`config.mk`:
```
export PLATFORM = sky130hd
export DESIGN_NAME = multichannel_angle_moving_average
export DESIGN_NICKNAME = d
export VERILOG_FILES = /design/src/sv/mcavg_pkg.sv /design/src/sv/mcavg_div.sv /design/src/sv/multichannel_angle_moving_average.sv
export SDC_FILE = /design/constraint.sdc
export NUM_CORES = 1
export LEC_CHECK = 0
export BUFFER_PORTS_ARGS = -buffer_cell sky130_fd_sc_hd__buf_2
export CAP_MARGIN = 20
export CORE_MARGIN = 1.5
export CORE_UTILIZATION = 33
export DETAILED_ROUTE_END_ITERATION = 8
export GPL_ROUTABILITY_DRIVEN = 0
export GPL_TIMING_DRIVEN = 0
export HOLD_SLACK_MARGIN = 0.1
export PLACE_DENSITY_LB_ADDON = 0.2
export SYNTH_ARGS = -nofsm -noshare
export SYNTH_HDL_FRONTEND = slang
export SYNTH_SLANG_ARGS = --single-unit
```
`constraint.sdc`:
```
create_clock -name clk -period 3.7 [get_ports clk]
set_input_delay 0.37 -clock clk [delete_from_list [all_inputs] [get_ports clk]]
set_output_delay 0.37 -clock clk [all_outputs]
set_load 0.1 [all_outputs]
```
`src/sv/mcavg_pkg.sv`:
```
package mcavg_pkg;

  localparam int CHANNELS_DEF  = 4;
  localparam int WINDOW_DEF    = 16;

  localparam int ANGLE_W       = 12;
  localparam int CENTIDEG_W    = 16;
  localparam int CENTIDEG_FULL = 36000;
  localparam int PROD_W        = ANGLE_W + CENTIDEG_W;

endpackage

```
`src/sv/mcavg_div.sv`:
```
module mcavg_div #(
  parameter int NUM_W = 17,
  parameter int DEN_W = 5
) (
  input  logic             clk,
  input  logic             rst_n,
  input  logic             start,
  input  logic [NUM_W-1:0] num,
  input  logic [DEN_W-1:0] den,
  output logic             done,
  output logic [NUM_W-1:0] quo
);

  localparam int STEP_W = $clog2(NUM_W + 1);

  logic [DEN_W-1:0]  rem_r;
  logic [NUM_W-1:0]  quo_r;
  logic [DEN_W-1:0]  den_r;
  logic [STEP_W-1:0] step_r;
  logic              busy_r;
  logic              done_r;

  logic [DEN_W:0]    trial;
  logic              fits;
  logic [DEN_W-1:0]  rem_nxt;
  logic [NUM_W-1:0]  quo_nxt;

  // One restoring step: shift in the next dividend bit, subtract if it fits.
  always_comb begin
    trial   = {rem_r, quo_r[NUM_W-1]};
    fits    = trial >= {1'b0, den_r};
    rem_nxt = fits ? DEN_W'(trial - {1'b0, den_r}) : DEN_W'(trial);
    quo_nxt = {quo_r[NUM_W-2:0], fits};
  end

  always_ff @(posedge clk) begin
    if (!rst_n) begin
      busy_r <= 1'b0;
      done_r <= 1'b0;
      step_r <= '0;
    end else begin
      done_r <= 1'b0;
      if (start) begin
        busy_r <= 1'b1;
        step_r <= STEP_W'(NUM_W);
        rem_r  <= '0;
        quo_r  <= num;
        den_r  <= den;
      end else if (busy_r) begin
        rem_r  <= rem_nxt;
        quo_r  <= quo_nxt;
        step_r <= step_r - STEP_W'(1);
        if (step_r == STEP_W'(1)) begin
          busy_r <= 1'b0;
          done_r <= 1'b1;
        end
      end
    end
  end

  assign done = done_r;
  assign quo  = quo_r;

endmodule

```
`src/sv/multichannel_angle_moving_average.sv`:
```
// Per-channel moving average of 12-bit encoder angles. Each accepted word carries a
// channel, two raw bytes and a read-ok flag; a good reading is written into that
// channel's ring of WINDOW entries and the block returns the truncated mean of the
// entries written so far (all WINDOW once the ring has wrapped), plus that mean in
// hundredths of a degree. A failed read, or a channel at or above CHANNELS, leaves
// the history alone and returns zeros with valid_res low. One word at a time: a good
// reading is summed by a read pass over its channel's history memory (one entry a
// cycle, up to WINDOW entries), divided by the bit-serial divider (one quotient bit
// a cycle) and scaled to hundredths of a degree; a failed read goes straight to the
// output step. in_ready is low while a word is in work; a finished result waits in
// the output register while the next word is taken. The history memory needs no
// clearing after reset.
module multichannel_angle_moving_average #(
  parameter int CHANNELS = mcavg_pkg::CHANNELS_DEF,
  parameter int WINDOW   = mcavg_pkg::WINDOW_DEF
) (
  input  logic        clk,
  input  logic        rst_n,
  input  logic        in_valid,
  output logic        in_ready,
  input  logic [1:0]  in_channel,
  input  logic [7:0]  in_raw_high,
  input  logic [7:0]  in_raw_low,
  input  logic        in_read_ok,
  output logic        out_valid,
  input  logic        out_ready,
  output logic [1:0]  out_channel,
  output logic [11:0] out_average_raw,
  output logic [15:0] out_angle_centideg,
  output logic        out_valid_res
);

  localparam int ANGLE_W = mcavg_pkg::ANGLE_W;
  localparam int CDEG_W  = mcavg_pkg::CENTIDEG_W;
  localparam int PROD_W  = mcavg_pkg::PROD_W;
  localparam int CH_W    = (CHANNELS > 1) ? $clog2(CHANNELS) : 1;
  localparam int WIN_W   = (WINDOW > 1) ? $clog2(WINDOW) : 1;
  localparam int CNT_W   = $clog2(WINDOW + 1);
  localparam int DEPTH   = CHANNELS * WINDOW;
  localparam int ADDR_W  = (DEPTH > 1) ? $clog2(DEPTH) : 1;
  localparam int SUM_W   = ANGLE_W + CNT_W;

  typedef enum logic [2:0] {
    S_IDLE,
    S_SUM,
    S_DIV,
    S_MUL,
    S_FIN
  } state_t;

  state_t             state_r;
  logic [WIN_W-1:0]   wi_r [CHANNELS];
  logic               full_r [CHANNELS];
  logic [CH_W-1:0]    ch_r;
  logic [1:0]         out_ch_r;
  logic [CNT_W-1:0]   cnt_r;
  logic [CNT_W-1:0]   j_r;
  logic               rd_pend_r;
  logic [SUM_W-1:0]   acc_r;
  logic [ANGLE_W-1:0] avg_r;
  logic [CDEG_W-1:0]  ang_r;
  logic               ok_r;
  logic               div_start_r;

  logic               out_valid_r;
  logic [1:0]         out_ch_q_r;
  logic [ANGLE_W-1:0] out_avg_r;
  logic [CDEG_W-1:0]  out_ang_r;
  logic               out_ok_r;

  logic [ANGLE_W-1:0] mem [DEPTH];
  logic [ANGLE_W-1:0] rd_data_r;

  logic               accept;
  logic               good;
  logic [CH_W-1:0]    ch_in;
  logic [ANGLE_W-1:0] raw;
  logic [WIN_W-1:0]   idx_cur;
  logic [CNT_W-1:0]   idx_inc;
  logic               wrap;
  logic [WIN_W-1:0]   wi_nxt;
  logic               full_nxt;
  logic [CNT_W-1:0]   cnt_nxt;
  logic [ADDR_W-1:0]  wr_addr;
  logic [ADDR_W-1:0]  rd_addr;
  logic               mem_we;
  logic [PROD_W-1:0]  prod;
  logic               div_done;
  logic [SUM_W-1:0]   div_quo;
  logic               out_free;

  assign in_ready = (state_r == S_IDLE);
  assign accept   = in_valid && in_ready;
  assign ch_in    = CH_W'(in_channel);
  assign good     = in_read_ok && (int'(in_channel) < CHANNELS);
  assign raw      = {in_raw_high[3:0], in_raw_low};
  assign out_free = !out_valid_r || out_ready;

  always_comb begin
    idx_cur  = wi_r[ch_in];
    idx_inc  = CNT_W'(idx_cur) + CNT_W'(1);
    wrap     = (idx_inc == CNT_W'(WINDOW));
    wi_nxt   = wrap ? '0 : WIN_W'(idx_inc);
    full_nxt = full_r[ch_in] || wrap;
    cnt_nxt  = full_nxt ? CNT_W'(WINDOW) : idx_inc;
  end

  assign mem_we  = accept && good;
  assign wr_addr = ADDR_W'(ch_in) * ADDR_W'(WINDOW) + ADDR_W'(idx_cur);
  assign rd_addr = ADDR_W'(ch_r) * ADDR_W'(WINDOW) + ADDR_W'(j_r);
  assign prod    = PROD_W'(avg_r) * PROD_W'(mcavg_pkg::CENTIDEG_FULL);

  always_ff @(posedge clk) begin
    if (mem_we) begin
      mem[wr_addr] <= raw;
    end
    rd_data_r <= mem[rd_addr];
  end

  mcavg_div #(
    .NUM_W (SUM_W),
    .DEN_W (CNT_W)
  ) u_div (
    .clk   (clk),
    .rst_n (rst_n),
    .start (div_start_r),
    .num   (acc_r),
    .den   (cnt_r),
    .done  (div_done),
    .quo   (div_quo)
  );

  always_ff @(posedge clk) begin
    if (!rst_n) begin
      state_r     <= S_IDLE;
      rd_pend_r   <= 1'b0;
      div_start_r <= 1'b0;
      out_valid_r <= 1'b0;
      for (int i = 0; i < CHANNELS; i++) begin
        wi_r[i]   <= '0;
        full_r[i] <= 1'b0;
      end
    end else begin
      div_start_r <= 1'b0;
      // the final step reloads the output register itself
      if (out_valid_r && out_ready && (state_r != S_FIN)) begin
        out_valid_r <= 1'b0;
      end
      unique case (state_r)
        S_IDLE: begin
          if (accept) begin
            out_ch_r <= in_channel;
            ch_r     <= ch_in;
            j_r      <= '0;
            acc_r    <= '0;
            if (good) begin
              wi_r[ch_in]   <= wi_nxt;
              full_r[ch_in] <= full_nxt;
              cnt_r         <= cnt_nxt;
              ok_r          <= 1'b1;
              state_r       <= S_SUM;
            end else begin
              avg_r   <= '0;
              ang_r   <= '0;
              ok_r    <= 1'b0;
              state_r <= S_FIN;
            end
          end
        end
        S_SUM: begin
          // read one entry a cycle; the registered data is added in the next cycle
          if (j_r != cnt_r) begin
            j_r       <= j_r + CNT_W'(1);
            rd_pend_r <= 1'b1;
          end else begin
            rd_pend_r <= 1'b0;
          end
          if (rd_pend_r) begin
            acc_r <= acc_r + SUM_W'(rd_data_r);
          end
          if (j_r == cnt_r && !rd_pend_r) begin
            div_start_r <= 1'b1;
            state_r     <= S_DIV;
          end
        end
        S_DIV: begin
          if (div_done) begin
            avg_r   <= div_quo[ANGLE_W-1:0];
            state_r <= S_MUL;
          end
        end
        S_MUL: begin
          ang_r   <= prod[PROD_W-1:ANGLE_W];
          state_r <= S_FIN;
        end
        S_FIN: begin
          // hold until the output register is free
          if (out_free) begin
            out_valid_r <= 1'b1;
            out_ch_q_r  <= out_ch_r;
            out_avg_r   <= avg_r;
            out_ang_r   <= ang_r;
            out_ok_r    <= ok_r;
            state_r     <= S_IDLE;
          end
        end
        default: state_r <= S_IDLE;
      endcase
    end
  end

  assign out_valid          = out_valid_r;
  assign out_channel        = out_ch_q_r;
  assign out_average_raw    = out_avg_r;
  assign out_angle_centideg = out_ang_r;
  assign out_valid_res      = out_ok_r;

  a_busy_after_accept: assert property (@(posedge clk) disable iff (!rst_n)
    accept |=> !in_ready)
    else $error("input taken while a word is in work");

  a_fail_zero: assert property (@(posedge clk) disable iff (!rst_n)
    out_valid && !out_valid_res |-> (out_average_raw == '0) && (out_angle_centideg == '0))
    else $error("rejected reading carries nonzero values");

  a_angle_match: assert property (@(posedge clk) disable iff (!rst_n)
    out_valid && out_valid_res |->
      out_angle_centideg ==
        CDEG_W'((PROD_W'(out_average_raw) * PROD_W'(mcavg_pkg::CENTIDEG_FULL)) >> ANGLE_W))
    else $error("angle does not follow average");

  a_div_done_state: assert property (@(posedge clk) disable iff (!rst_n)
    div_done |-> state_r == S_DIV)
    else $error("divider finished outside divide step");

  a_cnt_nonzero: assert property (@(posedge clk) disable iff (!rst_n)
    div_start_r |-> cnt_r != '0)
    else $error("divide started with zero count");

endmodule

```
Word level (Yosys, flattened, before mapping). Memory sizes are Yosys's and may differ from the RTL's. A register that Yosys moved wholly into a read port is not among the register bits. Cells that the tools add are included.

Register bits after elaboration: 129. Output and inout port bits: 33. Word-level logic and storage cells: 130. Memories kept: 3. Input port bits: 23. Memory bits (writable): 788.

Memories: mem (words 64, width 12, read ports 1, clocked after Yosys merged registers in 1, write ports 1, RTL line multichannel_angle_moving_average.sv:71) `logic [ANGLE_W-1:0] mem [DEPTH];`; wi_r (words 4, width 4, read ports 1, clocked after Yosys merged registers in 0, write ports 4, RTL line multichannel_angle_moving_average.sv:52) `logic [WIN_W-1:0] wi_r [CHANNELS];`; full_r (words 4, width 1, read ports 1, clocked after Yosys merged registers in 0, write ports 4, RTL line multichannel_angle_moving_average.sv:53) `logic full_r [CHANNELS];`.

Bitwise operators: 2. Add/subtract/negate cells: 7. Mux-type cells: 49. $lt $le $gt $ge: 1. Equal/unequal tests: 16. Reductions and logical operators: 29. Multipliers: 1.

Operators with widths (count): 2-to-1 mux 17 bit (4); 2-to-1 mux 12 bit (3); case mux 17 bit (2 select lines) (1); 2-to-1 mux 16 bit (2); case mux 16 bit (2 select lines) (1); 2-to-1 mux 5 bit (6); case mux 12 bit (2 select lines) (1); multiplier 12 x 11 -> 23 bit, second input constant (1); 2-to-1 mux 1 bit (20); AND reduction 4 bit (5); adder 17 x 12 -> 17 bit (1); 2-to-1 mux 3 bit (5); case mux 3 bit (5 select lines) (1); != test 2 bit, second input constant (5); case mux 5 bit (2 select lines) (1); 2-to-1 mux 4 bit (2); nonzero test 2 bit (4); adder 6 x 4 -> 6 bit (1); adder 6 x 5 -> 6 bit (1); equality test 3 x 2 -> 1 bit, second input constant (2); >= comparator 6 x 5 -> 1 bit (1); AND reduction 2 bit (3); AND reduction 3 bit (2); adder 4 x 1 -> 5 bit, second input constant (1); 22 further kinds (31).

Logic depth before layout (Yosys ltp). Gate-level depths: netlist of run 1.

Depth after elaboration: 8. Depth in mapped cells: 16. Mapped depth without buffers: 16.

By module. A second synthesis of run 1 with hierarchy kept.

Cell total of the unflattened synthesis: 2088. Area total of the unflattened synthesis: 38754.7 µm².

Modules (own cells, without submodules): multichannel_angle_moving_average (cells an instance 1965, area each 37113.1 µm², times used 1, sequential area each 26665.6 µm²); mcavg_div (cells an instance 123, area each 1641.6 µm², times used 1, sequential area each 950.9 µm²).

Worst setup path after synthesis of run 1. Ideal clock, no wire load.

Kind: register -> register. Start point: reg state_r[0]. End point: mem mem[49][0] (enable). Path slack: -0.875 ns. Cell stages (with the launch flop): 8. Setup time: 0.380 ns. Clock period less this slack: 4.575 ns. Data required time: 3.320 ns. Data arrival time: 4.195 ns. Path buffers: 2. Cell sequence: dfxtp_1 > nor3_1 > and3_1 > clkbuf_1 > nand3_1 > or2_2 > clkbuf_1 > nor2_1.

Cells in the longest elaborated chain, start to end: 5.

RTL lines: start, declared (RTL line multichannel_angle_moving_average.sv:51) `state_t state_r;`; start signal, assigned (RTL line multichannel_angle_moving_average.sv:135) `state_r <= S_IDLE;`; start signal, assigned (RTL line multichannel_angle_moving_average.sv:161) `state_r <= S_SUM;`; start signal, assigned (RTL line multichannel_angle_moving_average.sv:166) `state_r <= S_FIN;`; zero test 3 bit (RTL line multichannel_angle_moving_average.sv:92) `assign in_ready = (state_r == S_IDLE);`; via in_ready (RTL line multichannel_angle_moving_average.sv:20) `output logic in_ready,`; logical AND 1 bit (RTL line multichannel_angle_moving_average.sv:93) `assign accept = in_valid && in_ready;`; logical AND 1 bit (RTL line multichannel_angle_moving_average.sv:108) `assign mem_we = accept && good;`; 2-to-1 mux 1 bit (RTL line multichannel_angle_moving_average.sv:114) `if (mem_we) begin`; 2-to-1 mux 1 bit (implied by the code) (RTL line multichannel_angle_moving_average.sv:115) `mem[wr_addr] <= raw;`; end, declared (RTL line multichannel_angle_moving_average.sv:71).

The timed path passes the listed nets, and every way through them passes these cells.

Final worst setup path of run 1.
Start point: reg avg_r[5]. End point: reg ang_r[10], data pin.

Cells in the longest elaborated chain, start to end: 2.

RTL lines: start, declared (RTL line multichannel_angle_moving_average.sv:60) `logic [ANGLE_W-1:0] avg_r;`; start signal, assigned (RTL line multichannel_angle_moving_average.sv:188) `avg_r <= div_quo[ANGLE_W-1:0];`; multiplier 12 x 11 -> 23 bit (RTL line multichannel_angle_moving_average.sv:111) `assign prod = PROD_W'(avg_r) * PROD_W'(mcavg_pkg::CENTIDEG_FULL);`; case mux 16 bit (2 select lines) (RTL line multichannel_angle_moving_average.sv:149) `unique case (state_r)`; end signal, assigned (RTL line multichannel_angle_moving_average.sv:193) `ang_r <= prod[PROD_W-1:ANGLE_W];`; end, declared (RTL line multichannel_angle_moving_average.sv:61) `logic [CDEG_W-1:0] ang_r;`.

Every way passes these cells. A chain may end at the register's enable or synchronous reset.

==> results of run 1 <==
[flip-flops by register name, summed over array words and instances, names as in the netlist, 5 cells and up]
| register | count |
|---|---|
| acc_r | 17 |
| ang_r | 16 |
| avg_r | 12 |
| cnt_r | 5 |
| j_r | 5 |
| mem | 768 |
| out_angle_centideg | 16 |
| out_average_raw | 12 |
| rd_data_r | 12 |
| u_div.den_r | 5 |
| u_div.quo | 17 |
| u_div.rem_r | 5 |
| u_div.step_r | 5 |
| wi_r | 16 |
[Yosys cell counts, types with 22 or more instances]
cell / count / share of area [%]
inv_1: 62 / 0.60
fa_1: 22 / 1.1
mux2i_1: 115 / 3.0
o22ai_1: 34 / 0.55
clkbuf_1: 45 / 0.44
nand2_1: 50 / 0.49
o21ai_0: 23 / 0.30
mux2_2: 38 / 1.1
mux4_2: 157 / 9.2
ha_1: 98 / 3.2
nor2_1: 156 / 1.5
dfxtp_1: 28 / 1.5
edfxtp_1: 901 / 70
a21oi_1: 38 / 0.49
[routing by layer]
layer  track usage [%]  wire [um]  vias up
li1                  -          -     9003
met5                 0          0        -
met3             3.414       7089      173
met4             5.731       3299        0
met1             24.21      45380    10961
met2             29.59      51150      735
[where the power goes]
part / switching [W] / leakage (nW) / internal [W]
clock: 0.00416 / 1.57 / 0.00573
sequential: 0.000175 / 8.38 / 0.0119
combinational: 0.00564 / 5.36 / 0.00339
[through the flow]
step / hold slack, ns / TNS [ns]
final: 0.1469 / -4.179
after floorplan: 0.4003 / -1.816
after detailed placement: 0.4061 / -8.278
after CTS: 0.1166 / -4.166
after global routing: 0.1576 / -6.455
after global placement: 0.4049 / -16.52
[worst max path at each step]
stage	endpoint	slack [ns]	from
after floorplan	ang_r[15]	-0.31	avg_r[6]
after global placement	ang_r[11]	-0.71	avg_r[6]
after detailed placement	ang_r[11]	-0.71	avg_r[6]
after CTS	ang_r[10]	-0.52	avg_r[6]
after global routing	ang_r[10]	-0.73	avg_r[5]
final	ang_r[10]	-0.51	avg_r[5]
[what timing repair did]
item                                    CTS  global route
endpoints found under the hold margin     5            20
endpoints found under the setup margin   21            21
resized for setup                        41            23
setup buffers                            26             4
pin swaps                                19            11
hold buffers                              5             2
[cell families after synthesis]
| kind of cell | count (synthesis) |
|---|---|
| simple gates | 340 |
| xor+xnor | 34 |
| compound gates | 214 |
| flops | 929 |
| mux | 310 |
| fa+ha+maj | 120 |
| buf+inv | 160 |
[final cells by class]
cell class | count | area [um^2]
fillers | 10550 | 70490
flip-flops and latches | 929 | 27620
multi-input cells | 1018 | 10530
clock buffers | 125 | 2660
well taps | 1524 | 1907
repair buffers | 172 | 1514
clock inverters | 56 | 574.3
plain buffers | 96 | 511.7
inverters | 63 | 236.5
diodes | 3 | 7.507
==> impl_metrics.toml, run 1 <==
[drt]
drt-total-wl_um = 106900
drtPass1Iterations = 5
vias_per_cell = 5.236
vias = 20872
drcViolationCount = 0
ant_nets = 0
wl_per_cell_um = 26.82
drt_iter0_markers = 1840

[final_layout]
final_common_cell = "edfxtp_1"
fin_util_pct = 39.26
drive_gt1_share_pct = 24.24
syn_to_final_growth_pct = 18.18
final_cell_area_um2 = 45550
layout.cells.non_filler = 3986
nNetsFinal = 2524
layout_common_cells = "edfxtp_1, mux4_2, nor2_1, mux2i_1, clkbuf_16"

[power]
ir_drop_mv = 0.4022
total_leakage_power_nw = 15.32
power_density_nw_per_um2 = 681.4
power_w = 0.03104

[min_path]
hold_depth = 1
min_path_type = "in -> reg"
hold_end = "mem[16][3]"
hp-start = "in_raw_low[3]"

[place]
dp.final_hpwl_um = 76100
pre_cts_slack_ns = -0.7092
place_area_um2 = 41650
io_buffers = 51
numPlacedInstances = 3761

[timing]
finalCritPeriodShare_pct = 113.9
period_needed_ns = 4.214
report.final.slew_viol_count = 0
skew_ns = 0.05592
fmax_ghz = 0.2373
max_slew.worst_pin.slew_ns = 1.074
worst_slack_ns = -0.5138
setup-violations-final = 12
rsz0062_at_grt = "yes"
finalHoldViolations = 0
relSlewSlack_pct = 28.22

[logic_synthesis]
yosysUniqueCellTypes = 60
synth_flop_cell = "edfxtp_1"
synth-xor-area-share_pct = 0.7726
mappedNetlistNets = 2250
synthAdderAreaFrac_pct = 4.324
yosys-mux-area-fraction_pct = 13.27
syn-mean-instance-area_um2 = 18.29
synthSimpleGateAreaFrac_pct = 4.152
yosysSeqAreaShare_pct = 71.65
synth_edf_count = 901
synth_top_family_by_area = "multiplexers"
synth_seq_cells = 929
synth-compound-area-share_pct = 3.921
synth_area_um2 = 38550
synth_warnings = 0
netlist_instances = 2107
async_reset_ff_share_pct = 0

[setup_path]
cp_num_buf_inv = 4
r2r_cells = 16
critPathMaxStageDelay_ns = 0.49
crit_family = "adder cells"
crit_fanout = 4
cp_slowest_cell = "fa_1"
end_kind = "flip-flop"
worstSetupPathType = "reg -> reg"
worstSetupPathDepth = 16
cp_cell_sequence = "ha_1 > ha_1 > inv_2 > fa_1 > inv_1 > fa_1 > inv_2 > fa_1 > inv_2 > ha_4 > nand2_4 > o22ai_1 > a311o_1 > a21oi_2 > xor2_1 > nor2_1"
critPathLaunchType = "flip-flop"
critPathRequiredTime_ns = 4.11
r2r_start = "avg_r[5]"
timing.rr.end = "ang_r[10]"
rrSetupSlack_ns = -0.51
arrival_ns = 4.63

[global_routing]
grt_pass1_vias = 21351
grt-ovfl-total = 0
antenna_found_initial = 2
grt_start_max_net_pins = 65
grt_pass1_wl_um = 152200
grt_usage_pct = 18.04

[floorplan]
initial_core_util_pct = 33.22
io_pins = 56
fp.dieH_um = 344.8
coreArea_um2 = 116000
rows = 125
die_area_um2 = 118900
die_w_um = 344.8

[outcome]
violations = "setup timing"
status = "complete, but fails checks"

[cts]
clk_pin_slew_worst_paths_ns = 0.06
cts_tree = "built"
numClockSinks = 929
htreeDepth = 3
cts_buffers = 101
clockBufferDepth = 3
clkLatencyLatePin_ns = 0.70
root_buffer = "clkbuf_16"

[flow_run]
maxCapViolCount = 0
No activity file was read; power rests on OpenSTA's default activity.
==> inputs of run 2 (changes only) <==
clock period = 4.6 ns   (was 3.7 ns; I/O delays follow)
==> run 2 against run 1 <==
The flow now finishes without violations. Via count down 0.21%. Clock power down 24%. Combinational power down 26%. Worst setup slack better by 0.72 ns. Non-clock buffer count down 11. Register-to-register slack better by 0.72 ns. Largest power group unchanged. Global-route usage down 0.081 points. Maximum frequency down 4.1%. Power down 23%. Final cell count down 0.43%. First-iteration DRC count up 11%. Sequential power down 20%.
==> impl_metrics.toml, run 2 (synthesis results as in run 1) <==
[min_path]
hp-start = "in_raw_high[2]"
min_path_type = "in -> reg"

[power]
ir_drop_mv = 0.2925
power_density_nw_per_um2 = 532.8
total_leakage_power_nw = 15.13

[final_layout]
fillCellCount = 10581
syn_to_final_growth_pct = 16.80
layout_common_cells = "edfxtp_1, mux4_2, nor2_1, mux2i_1, clkbuf_16"
nNetsFinal = 2513
fin_util_pct = 38.80
largest_register_ffs = 768
largest-register = "mem"
drive_gt1_share_pct = 22.09
final_common_cell = "edfxtp_1"

[timing]
worst_slack_ns = 0.2064
finalCritPeriodShare_pct = 95.51
final.setup.tns_ns = 0
rsz0062_at_grt = "no"
skew_ns = 0.04726
max_slew.worst_pin.slew_ns = 1.248
whs_ns = 0.2057
report.final.slew_viol_count = 0
setup-violations-final = 0
fmax_ghz = 0.2276
period_needed_ns = 4.394
relSlewSlack_pct = 16.79
finalHoldViolations = 0

[floorplan]
die_w_um = 344.8
die_area_um2 = 118900
rows = 125
fp.dieH_um = 344.8
coreArea_um2 = 116000
io_pins = 56
initial_core_util_pct = 33.22

[setup_path]
critPathMaxStageDelay_ns = 0.49
crit_family = "adder cells"
cp_slowest_cell = "fa_1"
arrival_ns = 4.79
critPathLaunchType = "flip-flop"
end_kind = "flip-flop"
worstSetupPathType = "reg -> reg"
cp_cell_sequence = "ha_1 > ha_1 > fa_1 > inv_1 > fa_1 > fa_1 > inv_1 > ha_1 > a21oi_2 > nand3_1 > a311o_1 > and2_1 > o31ai_1 > a21oi_1"
crit_fanout = 5
cp-startpoint = "avg_r[6]"
r2r_start = "avg_r[6]"
critPathRequiredTime_ns = 5.00
cp_num_buf_inv = 2

[global_routing]
grt_pass1_vias = 21254
grt_usage_pct = 17.95
grt_pass1_wl_um = 151700
antenna_found_initial = 6
grt_start_max_net_pins = 65
grt-ovfl-total = 0

[outcome]
status = "finished, final reports clean"

[place]
io_buffers = 51
pre_cts_slack_ns = -0.04038
dp.final_hpwl_um = 75620

[drt]
drt-total-wl_um = 105800
drt_iter0_markers = 2037
ant_nets = 0
vias_per_cell = 5.248
vias = 20829
drtPass1Iterations = 5
drcViolationCount = 0
wl_per_cell_um = 26.66

[cts]
clockBufferDepth = 3
clkLatencyLatePin_ns = 0.70
htreeDepth = 3
clk_pin_slew_worst_paths_ns = 0.06
cts_tree = "built"
root_buffer = "clkbuf_16"
cts_buffers = 101
numClockSinks = 929

[flow_run]
maxCapViolCount = 0
## run 2: cell count changes in the layout (fill, tap and decap cells not counted), moves of 4 or more
| cell | change |
|---|---|
| a2111oi_0 | +7 |
| a2111oi_1 | -5 |
| buf_1 | +4 |
| buf_4 | -25 |
| buf_6 | +8 |
| bufinv_16 | -6 |
| clkbuf_1 | +8 |
| ha_1 | +11 |
| ha_4 | -10 |
| inv_1 | +5 |
| inv_2 | -5 |
## run 2: final timing paths
kind,endpoint,slack (ns),cells past startpoint
worst max register to register,ang_r[15],0.21,14
worst min register to register,out_angle_centideg[12],0.41,0
worst max-delay path,ang_r[15],0.21,14
worst min-delay path,mem[63][10],0.21,1
## run 2: cell type report
class / instances / area [um^2] / share of cell area (%)
plain buffers: 97 / 501.7 / 1.114
clock buffers: 127 / 2646 / 5.878
inverters: 63 / 236.5 / 0.5252
clock inverters: 50 / 412.9 / 0.9171
flip-flops and latches: 929 / 27620 / 61.34
well taps: 1524 / 1907 / 4.235
diodes: 1 / 2.502 / 0.005558
multi-input cells: 1018 / 10260 / 22.78
repair buffers: 160 / 1444 / 3.207
## run 2: what timing repair did
item | CTS | global route
hold buffers | 4 | 0
pin swaps | 0 | 1
endpoints found under the hold margin | 4 | 0
gates resized for setup | 3 | 3
setup endpoints to repair | 3 | 6
buffers inserted | 3 | 11
## run 2: power by group
group / internal [W] / switching [W]
Sequential: 0.00960 / 0.000141
Clock: 0.00424 / 0.00332
Combinational: 0.00238 / 0.00431
## run 2: metal layers
layer | up-vias | track usage [%] | share of wire, %
li1 | 8980 | - | -
met1 | 10917 | 23.83 | 42
met2 | 754 | 29.49 | 48
met3 | 174 | 3.436 | 6.7
met4 | 4 | 6.259 | 3.3
met5 | - | 0 | 0.074
## run 2: through the flow
step / instance area [um^2] / cells / power, W
6_report: 45020 / 3969 / 0.02399
5_1_grt: 45020 / 3968 / 0.02494
4_1_cts: 44840 / 3949 / 0.02407
3_5_place_dp: 41710 / 3765 / 0.01648
3_3_place_gp: 40710 / 3682 / 0.01634
2_1_floorplan: 38550 / 2107 / 0.01408
## run 2: worst reg2reg max path: stages, from the launching register on
cell,delay (ns)
edfxtp_1,0.46
ha_1,0.33
ha_1,0.29
fa_1,0.48
inv_1,0.05
fa_1,0.45
fa_1,0.49
inv_1,0.04
ha_1,0.38
a21oi_2,0.22
nand3_1,0.10
a311o_1,0.34
and2_1,0.18
o31ai_1,0.22
a21oi_1,0.11
==> inputs of run 3 (changes only) <==
CORE_ASPECT_RATIO = 1.2   (was unset)
clock period = 4.8 ns   (was 4.6 ns; I/O delays follow)
==> run 3 against run 2 <==
Design area is 0.54% lower. Combinational power is 5.8% lower. First-iteration DRC count is 8.4% lower. Global-route usage is 0.45 points higher. Critical path type unchanged. Highest routed layer unchanged.
==> impl_metrics.toml, run 3 (synthesis results as in run 1) <==
[setup_path]
arrival_ns = 4.96
rrSetupSlack_ns = 0.24
critPathRequiredTime_ns = 5.20
critPathLaunchType = "flip-flop"
end_kind = "flip-flop"
crit_fanout = 6
worstSetupPathType = "reg -> reg"

[timing]
final.setup.tns_ns = 0
fmax_ghz = 0.2192
rsz0062_at_grt = "no"
period_needed_ns = 4.563
setup-violations-final = 0
max_slew.worst_pin.slew_ns = 1.191
finalCritPeriodShare_pct = 95.06
report.final.slew_viol_count = 0
relSlewSlack_pct = 18.56
skew_ns = 0.03002
finalHoldViolations = 0

[cts]
clockBufferDepth = 3
cts_tree = "built"
clk_pin_slew_worst_paths_ns = 0.06
root_buffer = "clkbuf_16"
htreeDepth = 3
cts_buffers = 98
clkLatencyLatePin_ns = 0.70
numClockSinks = 929

[drt]
vias = 20833
drt_iter0_markers = 1866
drt-total-wl_um = 108700
ant_nets = 0
drtPass1Iterations = 6
wl_per_cell_um = 27.54
vias_per_cell = 5.276
drcViolationCount = 0

[final_layout]
fin_util_pct = 38.59
multi_input_area_um2 = 10230
final_common_cell = "edfxtp_1"
syn_to_final_growth_pct = 16.17
seq_area_um2 = 27620
nNetsFinal = 2483
layout_common_cells = "edfxtp_1, mux4_2, nor2_1, mux2i_1"
drive_gt1_share_pct = 21.69
largest-register = "mem"
largest_register_ffs = 768
fillCellCount = 10551
n_antenna_cell = 0
layout.cells.non_filler = 3949

[floorplan]
io_pins = 56
fp.dieH_um = 377.4
rows = 137
initial_core_util_pct = 33.22
die_area_um2 = 118900
coreArea_um2 = 116000
die_w_um = 315.0

[min_path]
min_path_type = "in -> reg"

[outcome]
status = "finished, final reports clean"

[place]
io_buffers = 51
numPlacedInstances = 3759
dp.final_hpwl_um = 77890

[power]
power_density_nw_per_um2 = 512.3
total_leakage_power_nw = 14.98
ir_drop_mv = 0.3052

[global_routing]
use_met2_pct = 31.33
use_met1_pct = 23.44
grt-ovfl-total = 0
use_met3_pct = 3.206
grt_pass1_wl_um = 155100
grt_usage_pct = 18.41
busiest_layer = "met2"
antenna_found_initial = 4
grt_pass1_vias = 21559
grt_start_max_net_pins = 65

[flow_run]
maxCapViolCount = 0
==> run 3: path summary, 6_finish.rpt <==
check	end	cells after the start	start
worst max-delay path	ang_r[12]	14	avg_r[5]
worst min-delay path	out_valid	3	out_ready
worst min register to register	out_angle_centideg[15]	0	ang_r[15]
worst max register to register	ang_r[12]	14	avg_r[5]
==> run 3: stage by stage <==
| step | cell area (um^2) | power (W) | hold WS [ns] | worst slack [ns] |
|---|---|---|---|---|
| after floorplan | 38550 | 0.01350 | 0.4003 | 0.2249 |
| after CTS | 44700 | 0.02313 | 0.1315 | 0.1376 |
| after global placement | 40710 | 0.01569 | 0.4004 | 0.1884 |
| after global routing | 44780 | 0.02389 | 0.1763 | 0.004102 |
| after detailed placement | 41600 | 0.01583 | 0.4056 | 0.1545 |
| final | 44780 | 0.02294 | 0.1745 | 0.2372 |
==> run 3: critical path, cell delays in order (launching register included) <==
cell and delay, ns:
edfxtp_1 0.56, ha_1 0.28, ha_1 0.30, fa_1 0.54, inv_1 0.05, fa_1 0.45, fa_1 0.49, inv_1 0.04
ha_1 0.36, a21oi_1 0.26, nand3_1 0.12, a311o_1 0.33, a21oi_1 0.22, o21ai_0 0.13, mux2i_1 0.16
==> run 3: power breakdown <==
part	switching, W	total (W)	internal, W
clock network	0.00320	0.00730	0.00410
logic	0.00408	0.00630	0.00221
registers	0.000138	0.00934	0.00920
total	0.00742	0.0229	0.0155
==> run 3: layout make-up <==
type                       count  area share, %
sequential                   929          61.67
multi-input combinational   1018          22.86
clock buffer                 126          5.778
tap                         1529          4.272
timing repair buffer         133          2.685
buffer                        97          1.129
clock inverter                54          1.081
inverter                      63         0.5281
==> run 3: timing repair <==
| item | in CTS | in global routing |
|---|---|---|
| resized for setup | 0 | 0 |
| hold buffers | 3 | 0 |
| endpoints found under the setup margin | 0 | 4 |
| setup buffers | 0 | 5 |
| hold endpoints to repair | 3 | 0 |
==> run 3: metal layers <==
layer / part of all wire, % / up-vias
met4: 3.4 / 2
met3: 6.2 / 176
met5: 0.012 / -
met1: 40 / 11004
li1: - / 8925
met2: 50 / 726
